`config.mk`:
```
export PLATFORM = sky130hd
export DESIGN_NAME = bic_congestion_window_control_core
export DESIGN_NICKNAME = d
export VERILOG_FILES = /design/src/bic_pkg.sv /design/src/bic_congestion_window_control_core.sv /design/src/bic_divider.sv
export SDC_FILE = /design/constraint.sdc
export NUM_CORES = 2
export LEC_CHECK = 0
export BUFFER_PORTS_ARGS = -buffer_cell sky130_fd_sc_hd__buf_4
export CAP_MARGIN = 15
export CORE_MARGIN = 1
export CORE_UTILIZATION = 40
export CTS_CLUSTER_DIAMETER = 30
export CTS_CLUSTER_SIZE = 25
export DETAILED_ROUTE_END_ITERATION = 12
export HOLD_SLACK_MARGIN = 0.15
export PLACE_DENSITY = 0.58
export SYNTH_ARGS = -nofsm -noshare
export SYNTH_HDL_FRONTEND = slang
export SYNTH_HIERARCHICAL = 1
export SYNTH_SLANG_ARGS = --single-unit
```
`constraint.sdc`:
```
create_clock -name i_clk -period 21.6 [get_ports i_clk]
set_input_delay 3.24 -clock i_clk [delete_from_list [all_inputs] [get_ports i_clk]]
set_output_delay 3.24 -clock i_clk [all_outputs]
set_load 0.05 [all_outputs]
```
`src/bic_pkg.sv`:
```
// Package for the BIC window controller: payload structs, register indexes, constants.
// Used by the core, the divider and the checker.
package bic_pkg;

    localparam int CFG_IDX_W = 3;
    localparam int CFG_DAT_W = 20;

    localparam logic [CFG_IDX_W-1:0] CFG_LOW_WIN  = 3'd0;
    localparam logic [CFG_IDX_W-1:0] CFG_MAX_INC  = 3'd1;
    localparam logic [CFG_IDX_W-1:0] CFG_DEC_FAC  = 3'd2;
    localparam logic [CFG_IDX_W-1:0] CFG_SMOOTH   = 3'd3;
    localparam logic [CFG_IDX_W-1:0] CFG_FAST_CNV = 3'd4;
    localparam logic [CFG_IDX_W-1:0] CFG_MIN_UPD  = 3'd5;

    localparam logic [1:0] CMD_ACK    = 2'd0;
    localparam logic [1:0] CMD_LOSS   = 2'd1;
    localparam logic [1:0] CMD_SAMPLE = 2'd2;
    localparam logic [1:0] CMD_RESET  = 2'd3;

    localparam logic [19:0] WIN_MAX     = 20'hFFFFF;
    localparam logic [31:0] NO_LOSS_CAP = 32'd20;
    localparam logic [31:0] RATIO_RESET = 32'd32;

    // Divider operand width: 36 bits covers w*smooth (30) and w*2047 (31)
    localparam int DIV_W = 36;

    typedef struct packed {
        logic [1:0]  cmd;
        logic [19:0] window;
        logic [31:0] now_ticks;
        logic [15:0] acked_packets;
        logic        ca_open;
    } t_in_item;

    typedef struct packed {
        logic [31:0] acks_per_increment;
        logic [19:0] slow_start_threshold;
        logic [19:0] undo_window;
    } t_out_item;

    typedef struct packed {
        logic             start;
        logic [DIV_W-1:0] num;
        logic [DIV_W-1:0] den;
    } t_div_req;

endpackage

```
`src/bic_congestion_window_control_core.sv`:
```
// Top level of the BIC window controller: sequencer, state, registers, output register.
// Depends on bic_pkg and bic_divider.
//
//  channel  | direction | handshake         | payload
//  input    | in        | i_valid / o_stall | i_data  (t_in_item)
//  output   | out       | o_valid / i_stall | o_data  (t_out_item)
//  config   | in        | i_cfg_we          | i_cfg_idx, i_cfg_data
//
// An ack update that needs two divisions runs them one after the other on the shared serial
// divider, and the next item is taken only after its result is loaded. Near the last
// maximum only the ratio division runs. Loss, acked sample, reset and an ack update that
// divides nothing skip the divider.
// Reset is synchronous, active low; state and registers take their reset values.
// No item is taken while a result waits under stall; a stalled result holds the block.
module bic_congestion_window_control_core
    import bic_pkg::*;
(
    input  logic                 i_clk,
    input  logic                 i_rst_n,
    input  logic                 i_valid,
    output logic                 o_stall,
    input  t_in_item             i_data,
    output logic                 o_valid,
    input  logic                 i_stall,
    output t_out_item            o_data,
    input  logic                 i_cfg_we,
    input  logic [CFG_IDX_W-1:0] i_cfg_idx,
    input  logic [CFG_DAT_W-1:0] i_cfg_data
);

    localparam logic [3:0] ST_IDLE   = 4'd0;
    localparam logic [3:0] ST_DECODE = 4'd1;
    localparam logic [3:0] ST_DIV1   = 4'd2;
    localparam logic [3:0] ST_CAP    = 4'd3;
    localparam logic [3:0] ST_DIV2   = 4'd4;
    localparam logic [3:0] ST_EMIT   = 4'd7;
    localparam logic [3:0] ST_WAIT1  = 4'd8;
    localparam logic [3:0] ST_WAIT2  = 4'd9;

    // Configuration registers
    logic [19:0] r_low_win;
    logic [15:0] r_max_inc;
    logic [10:0] r_dec_fac;
    logic [9:0]  r_smooth;
    logic        r_fast_cnv;
    logic [15:0] r_min_upd;

    // Connection state
    logic [31:0] r_inc_cnt;
    logic [19:0] r_last_max;
    logic [19:0] r_win_loss;
    logic [19:0] r_last_win;
    logic [31:0] r_last_upd;
    logic [31:0] r_epoch;
    logic [31:0] r_ratio;

    logic [3:0]  r_state;
    t_in_item    r_item;
    logic [19:0] r_thresh;
    logic [DIV_W-1:0] r_cval;
    logic        r_ovalid;
    t_out_item   r_odata;
    logic [DIV_W-1:0] r_div_num;
    logic [DIV_W-1:0] r_div_den;

    t_div_req         w_req;
    logic             w_done;
    logic [DIV_W-1:0] w_quot;

    bic_divider u_div (
        .i_clk  (i_clk),
        .i_rst_n(i_rst_n),
        .i_req  (w_req),
        .o_done (w_done),
        .o_quot (w_quot)
    );

    logic        w_take;
    logic        w_load;
    logic [31:0] w_diff;
    logic        w_recent;
    logic [15:0] w_mi;
    logic [20:0] w_dist;
    logic [21:0] w_lm4;
    logic [21:0] w_lmmi;
    logic [19:0] w_win;
    logic [DIV_W-1:0] w_wsm;
    logic [31:0] w_div_ratio;
    logic [31:0] w_lossnum;
    logic [31:0] w_threshnum;
    logic [31:0] w_lossq;
    logic [31:0] w_threshq;

    assign w_take   = i_valid && !o_stall;
    assign w_load   = (r_state == ST_EMIT) && (!r_ovalid || !i_stall);
    assign o_stall  = (r_state != ST_IDLE) || (r_ovalid && i_stall);
    assign w_win    = r_item.window;
    assign w_diff   = r_item.now_ticks - r_last_upd;
    assign w_recent = w_diff[31] || (w_diff <= {16'd0, r_min_upd});
    assign w_mi     = (r_max_inc == 16'd0) ? 16'd1 : r_max_inc;
    assign w_dist   = {1'b0, (r_last_max - w_win)} >> 2;
    assign w_lm4    = {2'b0, r_last_max} + 22'd4;
    assign w_lmmi   = {2'b0, r_last_max} + 22'({w_mi, 1'b0}) + 22'(w_mi);
    assign w_wsm    = DIV_W'((32'(w_win) * 32'(r_smooth)) >> 2);
    assign w_div_ratio = (r_ratio == 32'd0) ? 32'd1 : r_ratio;
    assign w_lossnum   = 32'(w_win) * 32'(12'd1024 + {1'b0, r_dec_fac});
    assign w_threshnum = 32'(w_win) * 32'(r_dec_fac);
    assign w_lossq     = w_lossnum >> 11;
    assign w_threshq   = w_threshnum >> 10;

    // Start the divider in the cycle after its operands are loaded
    assign w_req.start = (r_state == ST_WAIT1) || (r_state == ST_WAIT2);
    assign w_req.num   = r_div_num;
    assign w_req.den   = r_div_den;

    // Sequence one item through decode, divisions and result
    always_ff @(posedge i_clk) begin
        if (!i_rst_n) begin
            r_state    <= ST_IDLE;
            r_ovalid   <= 1'b0;
            r_low_win  <= 20'd14;
            r_max_inc  <= 16'd16;
            r_dec_fac  <= 11'd819;
            r_smooth   <= 10'd20;
            r_fast_cnv <= 1'b1;
            r_min_upd  <= 16'd31;
            r_inc_cnt  <= '0;
            r_last_max <= '0;
            r_win_loss <= '0;
            r_last_win <= '0;
            r_last_upd <= '0;
            r_epoch    <= '0;
            r_ratio    <= RATIO_RESET;
        end else begin
            if (w_load) begin
                r_ovalid <= 1'b1;
            end else if (r_ovalid && !i_stall) begin
                r_ovalid <= 1'b0;
            end
            if (i_cfg_we) begin
                case (i_cfg_idx)
                    CFG_LOW_WIN:  r_low_win  <= i_cfg_data;
                    CFG_MAX_INC:  r_max_inc  <= i_cfg_data[15:0];
                    CFG_DEC_FAC:  r_dec_fac  <= i_cfg_data[10:0];
                    CFG_SMOOTH:   r_smooth   <= i_cfg_data[9:0];
                    CFG_FAST_CNV: r_fast_cnv <= i_cfg_data[0];
                    CFG_MIN_UPD:  r_min_upd  <= i_cfg_data[15:0];
                    default: ;
                endcase
            end
            case (r_state)
                ST_IDLE: begin
                    if (w_take) begin
                        r_item   <= i_data;
                        r_thresh <= '0;
                        r_state  <= ST_DECODE;
                    end
                end
                ST_DECODE: begin
                    case (r_item.cmd)
                        CMD_ACK: begin
                            if (!(r_last_win == w_win && w_recent)) begin
                                r_last_win <= w_win;
                                r_last_upd <= r_item.now_ticks;
                                if (r_epoch == 32'd0) begin
                                    r_epoch <= r_item.now_ticks;
                                end
                                if (w_win <= r_low_win) begin
                                    r_inc_cnt <= {12'd0, w_win};
                                    r_state   <= ST_EMIT;
                                end else if (w_win < r_last_max) begin
                                    // Pick the rule; division or direct value
                                    if (w_dist > 21'(w_mi)) begin
                                        r_div_num <= DIV_W'(w_win);
                                        r_div_den <= DIV_W'(w_mi);
                                        r_state   <= ST_WAIT1;
                                    end else if (w_dist <= 21'd1) begin
                                        r_cval  <= w_wsm;
                                        r_state <= ST_CAP;
                                    end else begin
                                        r_div_num <= DIV_W'(w_win);
                                        r_div_den <= DIV_W'(w_dist);
                                        r_state   <= ST_WAIT1;
                                    end
                                end else if (22'(w_win) < w_lm4) begin
                                    r_cval  <= w_wsm;
                                    r_state <= ST_CAP;
                                end else if (22'(w_win) < w_lmmi) begin
                                    r_div_num <= DIV_W'({w_win, 1'b0}) + DIV_W'(w_win);
                                    r_div_den <= DIV_W'(w_win - r_last_max);
                                    r_state   <= ST_WAIT1;
                                end else begin
                                    r_div_num <= DIV_W'(w_win);
                                    r_div_den <= DIV_W'(w_mi);
                                    r_state   <= ST_WAIT1;
                                end
                            end else begin
                                r_state <= ST_EMIT;
                            end
                        end
                        CMD_LOSS: begin
                            // New maximum, with fast convergence, and the threshold
                            r_epoch <= '0;
                            if (w_win < r_last_max && r_fast_cnv) begin
                                r_last_max <= (w_lossq > 32'(WIN_MAX)) ? WIN_MAX
                                                                       : w_lossq[19:0];
                            end else begin
                                r_last_max <= w_win;
                            end
                            r_win_loss <= w_win;
                            if (w_win <= r_low_win) begin
                                r_thresh <= (w_win < 20'd4) ? 20'd2 : (w_win >> 1);
                            end else if (w_threshq > 32'(WIN_MAX)) begin
                                r_thresh <= WIN_MAX;
                            end else if (w_threshq < 32'd2) begin
                                r_thresh <= 20'd2;
                            end else begin
                                r_thresh <= w_threshq[19:0];
                            end
                            r_state <= ST_EMIT;
                        end
                        CMD_SAMPLE: begin
                            if (r_item.ca_open) begin
                                r_ratio <= r_ratio + ({16'd0, r_item.acked_packets}
                                           - (r_ratio >> 4));
                            end
                            r_state <= ST_EMIT;
                        end
                        default: begin
                            r_inc_cnt  <= '0;
                            r_last_max <= '0;
                            r_win_loss <= '0;
                            r_last_win <= '0;
                            r_last_upd <= '0;
                            r_epoch    <= '0;
                            r_ratio    <= RATIO_RESET;
                            r_state    <= ST_EMIT;
                        end
                    endcase
                end
                ST_WAIT1: begin
                    r_state <= ST_DIV1;
                end
                ST_DIV1: begin
                    if (w_done) begin
                        r_cval  <= w_quot;
                        r_state <= ST_CAP;
                    end
                end
                ST_CAP: begin
                    // Cap while no loss, scale by the ack ratio
                    r_div_den <= DIV_W'(w_div_ratio);
                    if (r_win_loss == 20'd0 && r_cval > DIV_W'(NO_LOSS_CAP)) begin
                        r_div_num <= DIV_W'(NO_LOSS_CAP) << 4;
                    end else begin
                        r_div_num <= DIV_W'({r_cval[27:0], 4'd0});
                    end
                    r_state <= ST_WAIT2;
                end
                ST_WAIT2: begin
                    r_state <= ST_DIV2;
                end
                ST_DIV2: begin
                    if (w_done) begin
                        r_inc_cnt <= (w_quot == '0) ? 32'd1 : w_quot[31:0];
                        r_state   <= ST_EMIT;
                    end
                end
                ST_EMIT: begin
                    // Load the output register once it is free
                    if (w_load) begin
                        r_odata.acks_per_increment   <= r_inc_cnt;
                        r_odata.slow_start_threshold <= r_thresh;
                        r_odata.undo_window <= (w_win > r_last_max) ? w_win : r_last_max;
                        r_state <= ST_IDLE;
                    end
                end
                default: begin
                    r_state <= ST_IDLE;
                end
            endcase
        end
    end

    assign o_valid = r_ovalid;
    assign o_data  = r_odata;

endmodule

```
`src/bic_divider.sv`:
```
// Shared restoring divider, one quotient bit per cycle.
// Depends on bic_pkg for the operand width and the request struct.
module bic_divider
    import bic_pkg::*;
(
    input  logic             i_clk,
    input  logic             i_rst_n,
    input  t_div_req         i_req,
    output logic             o_done,
    output logic [DIV_W-1:0] o_quot
);

    localparam int CNT_W = $clog2(DIV_W + 1);

    logic [DIV_W-1:0] r_quot, n_quot;
    logic [DIV_W-1:0] r_rem, n_rem;
    logic [DIV_W-1:0] r_den;
    logic [CNT_W-1:0] r_cnt, n_cnt;
    logic             r_busy, n_busy;
    logic             r_done, n_done;
    logic [DIV_W:0]   w_trial;

    // Shift one numerator bit into the remainder and try a subtract
    always_comb begin
        n_quot  = r_quot;
        n_rem   = r_rem;
        n_cnt   = r_cnt;
        n_busy  = r_busy;
        n_done  = 1'b0;
        w_trial = {r_rem, r_quot[DIV_W-1]} - {1'b0, r_den};
        if (i_req.start) begin
            n_quot = i_req.num;
            n_rem  = '0;
            n_cnt  = CNT_W'(DIV_W);
            n_busy = 1'b1;
        end else if (r_busy) begin
            if (!w_trial[DIV_W]) begin
                n_rem  = w_trial[DIV_W-1:0];
                n_quot = {r_quot[DIV_W-2:0], 1'b1};
            end else begin
                n_rem  = {r_rem[DIV_W-2:0], r_quot[DIV_W-1]};
                n_quot = {r_quot[DIV_W-2:0], 1'b0};
            end
            n_cnt = r_cnt - 1'b1;
            if (r_cnt == CNT_W'(1)) begin
                n_busy = 1'b0;
                n_done = 1'b1;
            end
        end
    end

    always_ff @(posedge i_clk) begin
        if (!i_rst_n) begin
            r_busy <= 1'b0;
            r_done <= 1'b0;
            r_cnt  <= '0;
        end else begin
            r_busy <= n_busy;
            r_done <= n_done;
            r_cnt  <= n_cnt;
        end
        r_quot <= n_quot;
        r_rem  <= n_rem;
        if (i_req.start) begin
            r_den <= i_req.den;
        end
    end

    assign o_done = r_done;
    assign o_quot = r_quot;

endmodule

```
# [After elaboration in Yosys (flattened, before gate mapping)]
# Cells that the tools add are included.
[word_totals] regBits=622 mem_count=0 mem_bits_rw=0 in_bits=99 romBits=0 latch_bits=0 word_cells=227 output_inout_bits=74
[op_classes] magnitude_cmp=13 div_mod_pow=0 shift=0 n_mux=78 eq_ne=34 add_sub_neg=12 bitwise_logic=5 n_mul=3 n_reduce_logical=49
[op_table] operator="36-bit two-way mux" count=26
[op_table] operator="32-bit two-way mux" count=8
[op_table] operator="32-bit case mux with 2 select lines" count=4
[op_table] operator="36-bit case mux with 2 select lines" count=3
[op_table] operator="20-bit two-way mux" count=9
[op_table] operator="20-bit case mux with 2 select lines" count=4
[op_table] operator="4-bit two-way mux" count=11
[op_table] operator="21-bit by 20-bit greater-than comparator with 1-bit output (second input constant)" count=2
[op_table] operator="37-bit by 36-bit subtractor with 37-bit output" count=1
[op_table] operator="36-bit by 5-bit greater-than comparator with 1-bit output (second input constant)" count=1
[op_table] operator="36-bit logical NOT" count=1
[op_table] operator="32-bit adder" count=1
[op_table] operator="32-bit by 16-bit less-or-equal comparator with 1-bit output" count=1
[op_table] operator="32-bit logical NOT" count=1
[op_table] operator="20-bit by 12-bit multiplier with 32-bit output" count=1
[op_table] operator="4-bit case mux with 8 select lines" count=1
[op_table] operator="32-bit subtractor" count=1
[op_table] operator="20-bit by 11-bit multiplier with 31-bit output" count=1
[op_table] operator="20-bit by 10-bit multiplier with 30-bit output" count=1
[op_table] operator="16-bit by 28-bit subtractor with 29-bit output" count=1
[op_table] operator="21-bit by 16-bit adder with 22-bit output" count=1
[op_table] operator="21-bit by 20-bit adder with 22-bit output" count=1
[op_table] operator="20-bit by 22-bit < comparator with 1-bit output" count=1
[op_table] operator="22-bit two-way mux" count=1
[op_table] operator="52 further kinds" count=111

# [Logic depth before layout (Yosys ltp)]
[depth] ltp_word=12 mapped_depth=30 mapped_depth_nobuf=28

# [By module]
# The synthesis kept the hierarchy.
[by_module_without_submodules] mod="bic_congestion_window_control_core" cells_each=5273 instances=1 area_each_um2=48311.3 seq_area_each_um2=12632.1
[by_module_without_submodules] mod="bic_divider" cells_each=662 instances=1 area_each_um2=6607.6 seq_area_each_um2=3042.9

# [Worst setup path before layout]
# Ideal clock, no wire load.
[synth_timing] path_kind="register to register" start="register r_item (netlist bit w_win[2])" end="register r_div_den[0], enable pin" path_slack_ns=12.274 required_time_ns=21.015 setup_ns=0.585 arrival_ns=8.741 stages_incl_launch_ff=24 synth_period_minus_slack_ns=9.326 path_buffers=1 cell_sequence="edfxtp_1 > clkbuf_1 > inv_1 > ha_1 > a21o_1 > a21oi_1 > o2111ai_1 > a41oi_1 > o21ai_0 > a21oi_1 > xnor2_1 > ha_1 > and4_1 > nand3_1 > nor2_1 > o31a_1 > o41ai_1 > nand2_1 > nor3b_2 > nand2_1 > nor2_1 > a31o_2 > nand2b_1 > a211oi_1"
[synth_between] elab_chain_len=4 elab_cells_between_ends=13 cone_classes="1 x add/sub; 5 x order compare; 5 x eq/ne; 2 x reduce/logical"
[synth_rtl] item="from (decl)" line="bic_congestion_window_control_core.sv:58" source="t_in_item r_item;"
[synth_rtl] item="from (signal assigned)" line="bic_congestion_window_control_core.sv:154" source="r_item <= i_data;"
[synth_rtl] item="20-bit subtractor / 20-bit equality test (equally long branches)" line="bic_congestion_window_control_core.sv:101, bic_congestion_window_control_core.sv:162"
[synth_rtl] item="18-bit by 16-bit greater-than comparator with 1-bit output (tied with other cells)" line="bic_congestion_window_control_core.sv:173" source="if (w_dist > 21'(w_mi)) begin"
[synth_rtl] item="4-bit inequality test (no line) / 2-bit inequality test (equally long branches)"
[synth_rtl] item="7-bit AND reduction (no line) *"
[synth_rtl] item="to (signal assigned)" line="bic_congestion_window_control_core.sv:175" source="r_div_den <= DIV_W'(w_mi);"
[synth_rtl] item="to (signal assigned)" line="bic_congestion_window_control_core.sv:182" source="r_div_den <= DIV_W'(w_dist);"
[synth_rtl] item="to (signal assigned)" line="bic_congestion_window_control_core.sv:190" source="r_div_den <= DIV_W'(w_win - r_last_max);"
[synth_rtl] item="to (decl)" line="bic_congestion_window_control_core.sv:64" source="logic [DIV_W-1:0] r_div_den;"
# Mark *: on every way between the ends. The rest lies on a longest branch, timed or not.
# A chain may end at the register's enable or synchronous reset.

# [Worst setup path in the final report]
[layout_timing] start="register r_item (netlist bit w_win[1])" end="register r_thresh[0] (data pin)"
[layout_between] elab_chain_len=7 elab_cells_between_ends=11 cone_classes="1 x mul; 4 x order compare; 6 x mux"
[layout_rtl] item="20-bit by 11-bit multiplier with 31-bit output" line="bic_congestion_window_control_core.sv:107" source="assign w_threshnum = 32'(w_win) * 32'(r_dec_fac);"
[layout_rtl] item="21-bit by 2-bit < comparator with 1-bit output" line="bic_congestion_window_control_core.sv:215" source="end else if (w_threshq < 32'd2) begin"
[layout_rtl] item="20-bit two-way mux" line="bic_congestion_window_control_core.sv:215"
[layout_rtl] item="20-bit two-way mux" line="bic_congestion_window_control_core.sv:213" source="end else if (w_threshq > 32'(WIN_MAX)) begin"
[layout_rtl] item="20-bit two-way mux *" line="bic_congestion_window_control_core.sv:211" source="if (w_win <= r_low_win) begin"
[layout_rtl] item="20-bit two-way mux *" line="bic_congestion_window_control_core.sv:160" source="case (r_item.cmd)"
[layout_rtl] item="20-bit case mux with 2 select lines *" line="bic_congestion_window_control_core.sv:151" source="case (r_state)"
[layout_rtl] item="to (signal assigned)" line="bic_congestion_window_control_core.sv:212" source="r_thresh <= (w_win < 20'd4) ? 20'd2 : (w_win >> 1);"
[layout_rtl] item="to (signal assigned)" line="bic_congestion_window_control_core.sv:218" source="r_thresh <= w_threshq[19:0];"
[layout_rtl] item="to (decl)" line="bic_congestion_window_control_core.sv:59" source="logic [19:0] r_thresh;"
# Mark *: on every way between the ends. The rest lies on a longest branch, timed or not. The select of a mux whose other input is x is not followed.

==> impl_metrics.toml <==
[run_status]
run_status = "completed"

[cts]
cts_resized = 0
cts_buffer_depth = 3
cts-root-buf = "clkbuf_16"
htree_levels = 4
cts_tree = "built"
clock_latency_ns = 0.76
cts_sinks = 615
cts_setup_buffers = 0
path_clk_slew_ns = 0.05
ctsHoldBuffers = 0
cts_buffers = 146

[yosys]
yosysMostFrequentCell = "nand2_1"
ys_warn_count = 6
synth_seq_cells = 615
yosys-top-cells-count = "nand2_1 (835), inv_1 (790), ha_1 (511)"
ys_top_cells_by_area = "edfxtp_1 (18%), fa_1 (17%), ha_1 (12%)"
async_flop_share_pct = 0
synth_seq_area_share_pct = 28.5
ys.flop_type = "edfxtp_1"
yosysTopAreaCellShare_pct = 18.4
avgSynthCellArea_um2 = 9.25
yosys.cell_types.count = 96
yosys.area.top_type = "edfxtp_1"
syn_area_mm2 = 0.0549
synth_edf_count = 336
syn_inst = 5935

[place]
port_buffers = 172
dp_slack_ns = 13.39
hpwl_mm = 124
gp_congestion = 0.932

[worst_hold_path]
hold_class = "reg -> reg"

[timing]
worst_slew_pin_slew_ns = 1.26
rsz0062_at_grt = "false"
setup_viol = 0
finalWorstSetupSlack_ns = 13.28
max_freq_mhz = 120
fin_crit_sh_pct = 38.5
slew_viol_final = 0
skew_ns = 0.0219
period_needed_ns = 8.32
relSlewSlack_pct = 15.2
hold_viol = 0
setup_tns_ns = 0

[finish]
area_growth_pct = 14.8
nFillCells = 13009
drive_above_1_share_pct = 9.85
layout.nets = 7129

[global_routing]
grtUsageTotal_pct = 24.3
antenna_found_initial = 6
first_global_vias = 43588
grt_max_degree = 79
overflow = 0
grt_pass1_wl_mm = 258

[drt]
drc = 0
wirelength_mm = 167
via_per_inst = 5.47
drt_first_pass_iters = 5
dr_total_vias = 43468
drt_iter0_markers = 3469
ant_nets = 0
wl_per_cell_um = 21.1

[pwr]
vdd_drop_max_uv = 164
p_leak_nw = 27.9
p_per_area_mw_per_mm2 = 146

[flow_run]
drv_cap = 0

[worst_setup_path]
crit_fanout = 31
crit_type = "reg -> reg"
crit_path_start_kind = "flip-flop"
end_kind = "flip-flop"
required_ns = 22.19
crit_arrival_ns = 8.91

[die]
chipHeight_um = 373
row_count = 135
start_util_pct = 40.4
die_area_mm2 = 0.139
ioPinCount = 173
die_x_um = 373
coreArea_mm2 = 0.136
where the power goes:
| part | leakage, nW | total, W | internal, W | switching [W] |
|---|---|---|---|---|
| clock | 2.44 | 0.00224 | 0.00150 | 0.000739 |
| sequential | 5.27 | 0.00155 | 0.00143 | 0.000117 |
| combinational | 20.2 | 0.00544 | 0.00217 | 0.00327 |
| total | 27.9 | 0.00923 | 0.00510 | 0.00413 |
cell type report:
type                            instances  area [um2]  share of cell area (%)
Antenna cell                            1        2.50                 0.00397
Inverter                              792        2980                    4.72
Clock buffer                          183        4010                    6.35
Timing Repair Buffer                  256        1930                    3.05
Multi-Input combinational cell       4229       35200                    55.8
Tap cell                             1781        2230                    3.53
Clock inverter                         87        1060                    1.68
Sequential cell                       615       15700                    24.9
cell usage in the layout (no fill, tap or decap), types with 41 or more instances in the layout:
master	Yosys	routed
nand2b_1	41	41
o21ai_0	198	198
clkbuf_16	0	149
o21a_1	42	42
a21o_1	117	117
dfxtp_1	279	278
nor2_1	271	267
xor2_1	98	98
nand2_1	835	835
and2_1	171	171
mux2i_1	56	56
nor3_1	66	63
nor2b_1	46	46
xnor2_1	174	174
nor4_1	43	41
inv_1	790	789
a21oi_1	290	290
edfxtp_1	336	336
nand3_1	120	120
a32o_1	52	52
nand4_1	51	51
buf_4	0	255
ha_1	511	511
fa_1	479	479
layer usage:
layer	vias to the layer above	GRT usage, %	routed length, um
li1	20357	-	-
met1	21314	33.8	75400
met2	1526	37.8	74200
met3	269	5.19	13300
met4	2	7.04	4340
met5	-	0	13
critical path, stage by stage, from the launching register on:
cell and delay, ns:
edfxtp_1 0.31, buf_4 0.40, inv_1 0.36, nor2_1 0.30, fa_1 0.48, fa_1 0.54
fa_1 0.54, fa_1 0.57, inv_1 0.06, fa_1 0.53, inv_1 0.04, ha_1 0.32
and3_1 0.24, a221o_1 0.32, a21o_1 0.19, a41oi_1 0.40, o21ai_1 0.24, a31oi_1 0.34
a21oi_1 0.18, a41o_1 0.28, o21a_1 0.20, nor4_2 0.81, buf_4 0.31, a21oi_1 0.05
o21ai_0 0.12
registers in the layout, indices dropped and copies added, names as in the netlist, 32 cells and up:
| signal | cells |
|---|---|
| u_div/o_quot | 36 |
| r_ratio | 32 |
| r_div_den | 33 |
| u_div/r_rem | 36 |
| o_data | 72 |
| r_item | 51 |
| u_div/r_den | 36 |
| r_last_upd | 32 |
| r_cval | 36 |
| r_div_num | 32 |
| r_inc_cnt | 32 |
path summary, 6_finish.rpt:
| check | slack, ns | endpoint | startpoint | depth (start not counted) |
|---|---|---|---|---|
| max reg2reg | 13.28 | r_thresh[0] | w_win[1] | 24 |
| min | 0.40 | u_div/r_den[20] | r_div_den[20] | 0 |
| max | 13.28 | r_thresh[0] | w_win[1] | 24 |
| min reg2reg | 0.40 | u_div/r_den[20] | r_div_den[20] | 0 |
stage by stage:
stage          cells  hold slack (ns)  power, W  instance area, um2  utilization, %
2_1_floorplan   5939            0.400   0.00555               54900               -
3_3_place_gp    7671            0.403   0.00692               58000            42.7
3_5_place_dp    7671            0.405   0.00696               58000            42.7
4_1_cts         7941            0.396   0.00926               63000            46.4
5_1_grt         7943            0.405   0.00999               63100            46.4
6_report        7944            0.399   0.00923               63100            46.4
logic make-up (layout without fill, tap and decap cells):
family	Yosys count	count (layout)	synth area share, %
AO/OA/AOI/OAI	1107	1107	13.7
XOR/XNOR	274	274	4.40
adder cells (fa/ha/maj)	990	990	29.1
buffers and inverters	1095	1318	7.63
flip-flops	615	615	28.5
multiplexers	97	97	1.86
other	1	6	0.00683
AND/OR/NAND/NOR	1756	1756	14.7
Note: power is estimated with default switching activity, not from simulation.
